--- src/hw/rtl/mcc_pkg.sv ---
// shared constants of the memo cache
package mcc_pkg;
  localparam int Entries = 16;
  localparam int IdxW = $clog2(Entries);
  localparam int OccW = $clog2(Entries + 1);
  localparam int StepW = 12;
  localparam logic [StepW-1:0] StepMax = {StepW{1'b1}};
  localparam logic [0:0] CfgPolicy = 1'b0;
  localparam logic [0:0] CfgEntries = 1'b1;
  localparam logic PolicyLru = 1'b0;
  localparam logic [63:0] TripleLimit = 64'h5555_5555_5555_5554;
endpackage

--- src/hw/rtl/memoized_collatz_cache.sv ---
// memo cache of collatz step counts with lru or fifo replacement
// a hit scans the list from the front and under lru is then shifted to the front
// a miss scans the list, walks the trajectory, evicts while full and inserts, at the front
// under lru; one shared 64-bit add/shift unit does one step per cycle
// a zero item skips the lookup; one item at a time, next accepted once the result is taken
// synchronous active-low reset empties the store and clears the totals
module memoized_collatz_cache (
  input  logic        clk,
  input  logic        rst_n,
  input  logic        in_valid,
  output logic        in_stall,
  input  logic [30:0] in_number,
  output logic        out_valid,
  input  logic        out_stall,
  output logic [11:0] out_steps,
  output logic        out_hit,
  output logic        out_saturated,
  output logic [31:0] out_hit_count,
  output logic [31:0] out_miss_count,
  input  logic        cfg_valid,
  output logic        cfg_ready,
  input  logic [0:0]  cfg_index,
  input  logic [4:0]  cfg_data
);
  localparam int E = mcc_pkg::Entries;
  localparam int IW = mcc_pkg::IdxW;
  localparam int OW = mcc_pkg::OccW;
  localparam int SW = mcc_pkg::StepW;

  typedef enum logic [2:0] {S_IDLE, S_SCAN, S_WALK, S_EVICT, S_SHIFT, S_DONE} state_t;

  state_t              state_r;
  logic [30:0]         key_r [E];
  logic [SW-1:0]       stp_r [E];
  logic [IW-1:0]       ord_r [E];
  logic [E-1:0]        vld_r;
  logic [OW-1:0]       occ_r, pos_r, cap_r;
  logic [31:0]         hits_r, miss_r;
  logic [63:0]         traj_r;
  logic [SW-1:0]       tally_r;
  logic                pol_r;
  logic [4:0]          eiu_r;
  logic [30:0]         num_r;
  logic [IW-1:0]       slot_r;
  logic                sat_r, hit_r;
  logic [IW-1:0]       free_slot;
  logic [OW-1:0]       ins_pos;

  assign cfg_ready = 1'b1;
  assign in_stall = (state_r != S_IDLE) || out_valid;

  always_comb begin
    free_slot = '0;
    for (int s = E - 1; s >= 0; s--) begin
      if (!vld_r[s]) free_slot = IW'(s);
    end
  end

  assign ins_pos = (pol_r == mcc_pkg::PolicyLru) ? '0 : occ_r;

  always_ff @(posedge clk) begin
    if (!rst_n) begin
      state_r <= S_IDLE;
      vld_r <= '0;
      occ_r <= '0;
      hits_r <= '0;
      miss_r <= '0;
      pol_r <= 1'b0;
      eiu_r <= 5'd16;
      out_valid <= 1'b0;
      traj_r <= '0;
      tally_r <= '0;
    end else begin
      if (cfg_valid) begin
        if (cfg_index == mcc_pkg::CfgPolicy) pol_r <= cfg_data[0];
        else eiu_r <= cfg_data;
      end
      if (out_valid && !out_stall) out_valid <= 1'b0;
      unique case (state_r)
        S_IDLE: begin
          if (in_valid && !in_stall) begin
            num_r <= in_number;
            pos_r <= '0;
            if (in_number == '0) begin
              out_steps <= '0;
              out_hit <= 1'b0;
              out_saturated <= 1'b1;
              out_hit_count <= hits_r;
              out_miss_count <= miss_r;
              out_valid <= 1'b1;
            end else begin
              state_r <= S_SCAN;
            end
          end
        end
        S_SCAN: begin
          if (pos_r >= occ_r) begin
            miss_r <= miss_r + 32'd1;
            traj_r <= {33'd0, num_r};
            tally_r <= '0;
            sat_r <= 1'b0;
            hit_r <= 1'b0;
            if (eiu_r == 5'd0) cap_r <= OW'(1);
            else if (32'(eiu_r) > E) cap_r <= OW'(E);
            else cap_r <= OW'(eiu_r);
            state_r <= S_WALK;
          end else if (key_r[ord_r[pos_r[IW-1:0]]] == num_r) begin
            hits_r <= hits_r + 32'd1;
            hit_r <= 1'b1;
            slot_r <= ord_r[pos_r[IW-1:0]];
            out_steps <= stp_r[ord_r[pos_r[IW-1:0]]];
            out_saturated <= stp_r[ord_r[pos_r[IW-1:0]]] == mcc_pkg::StepMax;
            if (pol_r == mcc_pkg::PolicyLru && pos_r != '0) state_r <= S_SHIFT;
            else state_r <= S_DONE;
          end else begin
            pos_r <= pos_r + OW'(1);
          end
        end
        S_WALK: begin
          if (traj_r == 64'd1) begin
            state_r <= S_EVICT;
          end else if (tally_r == mcc_pkg::StepMax) begin
            sat_r <= 1'b1;
            state_r <= S_EVICT;
          end else if (!traj_r[0]) begin
            traj_r <= traj_r >> 1;
            tally_r <= tally_r + SW'(1);
          end else if (traj_r > mcc_pkg::TripleLimit) begin
            sat_r <= 1'b1;
            tally_r <= mcc_pkg::StepMax;
            state_r <= S_EVICT;
          end else begin
            traj_r <= traj_r + {traj_r[62:0], 1'b0} + 64'd1;
            tally_r <= tally_r + SW'(1);
          end
        end
        S_EVICT: begin
          if (occ_r >= cap_r && occ_r != '0) begin
            if (pol_r == mcc_pkg::PolicyLru) begin
              vld_r[ord_r[IW'(occ_r - OW'(1))]] <= 1'b0;
            end else begin
              vld_r[ord_r[0]] <= 1'b0;
              for (int i = 0; i < E - 1; i++) ord_r[i] <= ord_r[i + 1];
            end
            occ_r <= occ_r - OW'(1);
          end else begin
            slot_r <= free_slot;
            key_r[free_slot] <= num_r;
            stp_r[free_slot] <= tally_r;
            vld_r[free_slot] <= 1'b1;
            out_steps <= tally_r;
            out_saturated <= sat_r;
            pos_r <= occ_r;
            occ_r <= occ_r + OW'(1);
            if (ins_pos == occ_r) begin
              ord_r[IW'(occ_r)] <= free_slot;
              state_r <= S_DONE;
            end else begin
              state_r <= S_SHIFT;
            end
          end
        end
        S_SHIFT: begin
          if (pos_r == '0) begin
            ord_r[0] <= slot_r;
            state_r <= S_DONE;
          end else begin
            ord_r[pos_r[IW-1:0]] <= ord_r[IW'(pos_r - OW'(1))];
            pos_r <= pos_r - OW'(1);
          end
        end
        S_DONE: begin
          out_hit <= hit_r;
          out_hit_count <= hits_r;
          out_miss_count <= miss_r;
          out_valid <= 1'b1;
          state_r <= S_IDLE;
        end
        default: state_r <= S_IDLE;
      endcase
    end
  end
endmodule

--- config.mk ---
export PLATFORM = sky130hd
export DESIGN_NAME = memoized_collatz_cache
export DESIGN_NICKNAME = d
export VERILOG_FILES = /design/src/hw/rtl/mcc_pkg.sv /design/src/hw/rtl/memoized_collatz_cache.sv
export SDC_FILE = /design/constraint.sdc
export NUM_CORES = 2
export LEC_CHECK = 0
export ABC_AREA = 1
export BUFFER_PORTS_ARGS = -buffer_cell sky130_fd_sc_hd__clkbuf_2
export CAP_MARGIN = 5
export CELL_PAD_IN_SITES_DETAIL_PLACEMENT = 0
export CELL_PAD_IN_SITES_GLOBAL_PLACEMENT = 1
export CORE_AREA = 3 3 510 310
export DETAILED_ROUTE_END_ITERATION = 8
export DIE_AREA = 0 0 513 313
export GPL_TIMING_DRIVEN = 0
export PLACE_DENSITY = 0.68
export REMOVE_ABC_BUFFERS = 1
export SLEW_MARGIN = 10
export SYNTH_ARGS = -nofsm -noshare
export SYNTH_HDL_FRONTEND = slang
export SYNTH_SLANG_ARGS = --single-unit
--- constraint.sdc ---
create_clock -name clk -period 6.8 [get_ports clk]
set_input_delay 0.68 -clock clk [delete_from_list [all_inputs] [get_ports clk]]
set_output_delay 0.68 -clock clk [all_outputs]
set_load 0.005 [all_outputs]
---- Word-level counts from Yosys, hierarchy flattened ----
Memory sizes are Yosys's and may differ from the RTL's. A register that Yosys moved wholly into a read port is not among the register bits.
Cells that the tools add are included.
word-level totals
  register bits after elaboration ......... 296
  memory bits (writable) .................. 752
  bits of input ports ..................... 42
  output and inout port bits .............. 81
  word-level logic and storage cells ...... 247
  memories ................................ 3
operators by class
  add/sub/neg operators ................... 9
  magnitude comparators ................... 10
  equal/unequal tests ..................... 28
  multiplexer cells ....................... 124
  bitwise gates (word level) .............. 9
  reductions and logical operators ........ 41
memories
  memory  depth  width  read ports  clocked after memory_dff  wr ports  line                          RTL
  key_r   16     31     1           0                         1         memoized_collatz_cache.sv:33  logic [30:0] key_r [E];
  stp_r   16     12     1           0                         1         memoized_collatz_cache.sv:34  logic [SW-1:0] stp_r [E];
  ord_r   16     4      19          1                         15        memoized_collatz_cache.sv:35  logic [IW-1:0] ord_r [E];
operators with widths
  operator                 number
  $mux W64                 5
  $mux W32                 4
  $pmux W32 S2             2
  $pmux W64 S2             1
  $mux W12                 10
  $mux W4                  25
  $add A32 B1 Y32 const B  2
  $add A64 B1 Y64 const B  1
  $add A64 B64 Y64         1
  $eq A64 B1 Y1 const B    1
  $gt A64 B63 Y1 const B   1
  $mux W1                  45
  $mux W5                  8
  $pmux W12 S3             1
  $and A16 B16 Y16         2
  $mux W16                 2
  $not A16 Y16             2
  $eq A31 B31 Y1           1
  $logic_not A31 Y1        1
  $mux W3                  10
  $eq A12 B12 Y1 const B   2
  $ne A2 B2 Y1 const B     12
  $pmux W12 S2             1
  $reduce_and A7 Y1        3
  other kinds (38)         78

---- Longest topological paths before layout ----
  depth in word-level cells ............... 22
  mapped depth ............................ 28
  depth with buffers taken out ............ 25

---- Worst setup path before layout ----
Ideal clock, no wire load.
  path type ............................... register -> register
  start point ............................. register occ_r[0]
  end point ............................... memory key_r[12][0] (enable)
  setup time .............................. 0.497 ns
  data arrival time ....................... 5.389 ns
  data required time ...................... 6.303 ns
  setup slack ............................. 0.914 ns
  cell stages (with the launch flop) ...... 18
  buffers on the path ..................... 2
  period minus slack after synthesis ...... 5.886 ns
  path through ............................ dfxtp_1 > clkbuf_1 > clkinv_1 > clkbuf_1 > ha_1 > inv_1 > nand2_1 > a21oi_1 > o21bai_1 > a21oi_1 > o21bai_1 > nand2_1 > inv_1 > nor2_1 > inv_1 > nor2_1 > inv_1 > nor3_1
on the way
  cells in the longest elaborated chain, start to end .. 6
  elaborated cells between the ends (all ways) .. 7
  those cells by class .................... 1 x order compare; 4 x mux; 2 x reduce/logical
RTL lines
  what                                                       line                           RTL
  start, declared                                            memoized_collatz_cache.sv:37   logic [OW-1:0] occ_r, pos_r, cap_r;
  start signal, assigned                                     memoized_collatz_cache.sv:145  occ_r <= occ_r - OW'(1);
  start signal, assigned                                     memoized_collatz_cache.sv:154  occ_r <= occ_r + OW'(1);
  $ge A5 B5 Y1 / $reduce_bool A5 Y1 (equally long branches)  memoized_collatz_cache.sv:138  if (occ_r >= cap_r && occ_r != '0) begin
  $logic_and A1 B1 Y1 (*)                                    memoized_collatz_cache.sv:138
  $mux W1 (*)                                                memoized_collatz_cache.sv:138
  $mux W1 (*)                                                memoized_collatz_cache.sv:79   unique case (state_r)
  $mux W1 (*)                                                memoized_collatz_cache.sv:62   if (!rst_n) begin
  $mux W1 (implied by the code) (*)                          memoized_collatz_cache.sv:148  key_r[free_slot] <= num_r;
  end, declared                                              memoized_collatz_cache.sv:33
Mark *: on every way between the ends. The rest lies on a longest branch, timed or not.

==> impl_metrics.tcl <==
set metrics [dict create \
    startpoint_type "flop" \
    die_w_um 513 \
    dp_hpwl_um 113000 \
    initial_core_util_pct 34.1 \
    grt_max_degree 114 \
    drc 0 \
    rsz0062_at_grt "no" \
    setup_viol 0 \
    ir_drop_v 0.000513 \
    final_cells 7776 \
    grt_pass1_vias 38300 \
    die_area_mm2 0.161 \
    post-synth-top-area-fraction_pct 50.6 \
    clock.fmax_mhz 155 \
    h-tree-depth 3 \
    clock_latency_ns 0.74 \
    place_inst 7563 \
    cts_tree "yes" \
    min_period_ns 6.45 \
    ant_nets 0 \
    cts_max_path_buffers 3 \
    hp-class "input pin to flop" \
    ys_types 54 \
    yosys_most_used_dff "edfxtp_1" \
    tightest_slew_ns 1.30 \
    drv_cap 0 \
    required_ns 7.23 \
    yosys_warnings 0 \
    rows 111 \
    clkTransAtPathRegs_ns 0.06 \
    firstDrtPassIters 6 \
    fin_ws_ns 0.353 \
    antenna_found_initial 7 \
    fin_setup_tns_ns 0 \
    fp.coreArea_mm2 0.153 \
    syn-mean-instance-area_um2 9.34 \
    powerDensity_mw_per_mm2 450 \
    nFillCells 15100 \
    finalHoldViolCount 0 \
    cts_made_buffers 103 \
    hold_path_startpoint "in_number[27]" \
    grt_first_pass_wirelength_um 255000 \
    fin_crit_sh_pct 94.8 \
    critPathTopFamily "simple AND/OR/NAND/NOR gates" \
    drt_iter0_drc 5029 \
    routedWlPerCell_um 22.2 \
    fp.dieH_um 313 \
    cp_slowest_stage_delay_ns 0.61 \
    io_pins 123 \
    globalRouteOverflowTotal 0 \
    fin_area_mm2 0.0598 \
    cts.hold.buffers_added 0 \
    crit_top_cell "nand2_1" \
    cp.buffers_inverters 8 \
    port_buffers 121 \
    crit_fanout 81 \
    grt_use_total_pct 20.7 \
    place.gp.congestion 0.932 \
    endpoint_kind "flop" \
    synthTopCellsByArea "edfxtp_1 51%, nand3_1 9.2%, nand2_1 8.9%, dfxtp_1 6.7%, ha_1 3.5%" \
    maxSlewViolCount 0 \
    cp_slowest_cell "dfxtp_2" \
    netlist_top_cells_count "1236 x nand2_1, 957 x nand3_1, 877 x edfxtp_1, 439 x inv_1, 354 x a21oi_1" \
    place_ws_ns -1.66 \
    ys_seq_area_share_pct 57.3 \
    avgViaCountPerCell 5.38 \
    synth.most_common_cell "nand2_1" \
    arrival_ns 6.88 \
    synth_cells 5577 \
    root_buffer "clkbuf_16" \
    synthToLayoutAreaGrowth_pct 14.8 \
    drive_above_1_share_pct 8.13 \
    postRouteWirelength_um 173000 \
    diodes 0 \
    fin_util_pct 39.1 \
    path_class "flop to flop" \
    p_leak_nw 21.9 \
    async_flop_share_pct 0 \
    dpl_cell_area_mm2 0.0559 \
    cts_sinks 1052 \
    relSlewSlack_pct 12.7 \
    vias 41900 \
    netlist_area_mm2 0.0521 \
    ys_ff_latch 1052 \
    fin_skew_ns 0.0443 \
    synth-edff-count 877 \
    fin_nets 5841 \
    yosysTopAreaCell "edfxtp_1" \
    status "finished clean" \
]
## sequential cells by signal, indices dropped and copies added, names as in the netlist, 31 cells and up, named ones only
register        count
traj_r             64
hits_r             32
out_hit_count      32
num_r              31
ord_r              64
stp_r             192
key_r             496
out_miss_count     32
miss_r             32
## logic make-up (layout without fill, tap and decap cells)
family,Yosys count,count (layout),share of synthesized area (%)
AO/OA/AOI/OAI,920,920,9.96
XOR/XNOR,65,65,1.09
adder cells (fa/ha/maj),147,147,3.55
buffers and inverters,712,871,5.78
flip-flops,1052,1052,57.3
other,1,1,0.00720
AND/OR/NAND/NOR,2680,2686,22.3
## repair_timing
item / in CTS / in global routing
cloned: 6 / 3
resized for setup: 15 / 4
setup endpoints to repair: 62 / 62
buffers inserted: 7 / 1
pin swaps: 4 / 2
## routing by layer
metal	part of all wire [%]	routed length, um	global-route usage, %	vias up
met1	50	86200	33.3	20300
li1	-	-	-	19800
met3	8.6	14900	4.07	166
met4	1.5	2510	3.33	0
met5	0	0	0	-
met2	40	69000	28.6	1606
## final cells by class
type | count | area [um2] | share of cell area [%]
clock buffers | 126 | 2720 | 4.54
multi-input cells | 3819 | 19600 | 32.7
flip-flops and latches | 1052 | 29800 | 49.9
clock inverters | 69 | 865 | 1.45
repair buffers | 225 | 2520 | 4.21
inverters | 451 | 1740 | 2.91
well taps | 2034 | 2540 | 4.26
## per-stage QoR
stage	hold WS, ns	total power (W)
after CTS	0.0721	0.0268
after detailed placement	0.444	0.0204
final	0.134	0.0269
after floorplan	0.430	0.0159
after global routing	0.0795	0.0286
after global placement	0.446	0.0169
## worst paths after layout
path         slack (ns)  cells past startpoint                 end
max reg2reg        0.35                     26        out_steps[6]
max                0.35                     26        out_steps[6]
min reg2reg        0.46                      0  out_miss_count[11]
min                0.13                      1           num_r[27]
## power by group
part           switching [W]  internal (W)  total (W)
clock                0.00266       0.00345    0.00611
sequential          0.000526       0.00728    0.00781
combinational        0.00914       0.00387     0.0130
total                 0.0123        0.0146     0.0269
## placed cells by master, fill, tap and decap left out, types with 7 or more instances in the layout
cell | netlist | final
edfxtp_1 | 877 | 877
a31o_2 | 9 | 9
o221ai_1 | 36 | 36
dfxtp_1 | 175 | 170
a211oi_1 | 11 | 11
a21oi_1 | 354 | 353
clkbuf_2 | 0 | 120
bufinv_16 | 0 | 15
xnor2_1 | 27 | 27
buf_6 | 12 | 10
clkinv_2 | 0 | 16
nand4_1 | 56 | 56
nor2_1 | 319 | 297
nor4_1 | 31 | 31
buf_12 | 0 | 33
o211ai_1 | 37 | 37
nand3b_1 | 7 | 7
o21a_1 | 15 | 15
nor2_4 | 1 | 18
buf_4 | 35 | 24
o21ai_1 | 11 | 10
a31oi_1 | 28 | 28
inv_1 | 439 | 438
clkinvlp_4 | 0 | 8
nand3_2 | 0 | 8
nor3_1 | 54 | 49
clkbuf_16 | 0 | 106
a21o_1 | 9 | 9
a32o_1 | 9 | 9
a221oi_1 | 12 | 12
nand2_1 | 1236 | 1232
xor2_1 | 38 | 38
ha_1 | 146 | 146
clkbuf_1 | 95 | 19
nand3_1 | 957 | 950
buf_16 | 0 | 29
o22ai_1 | 21 | 21
clkinv_1 | 3 | 16
o21ai_0 | 342 | 342
No activity file was read; power rests on OpenSTA's default activity.
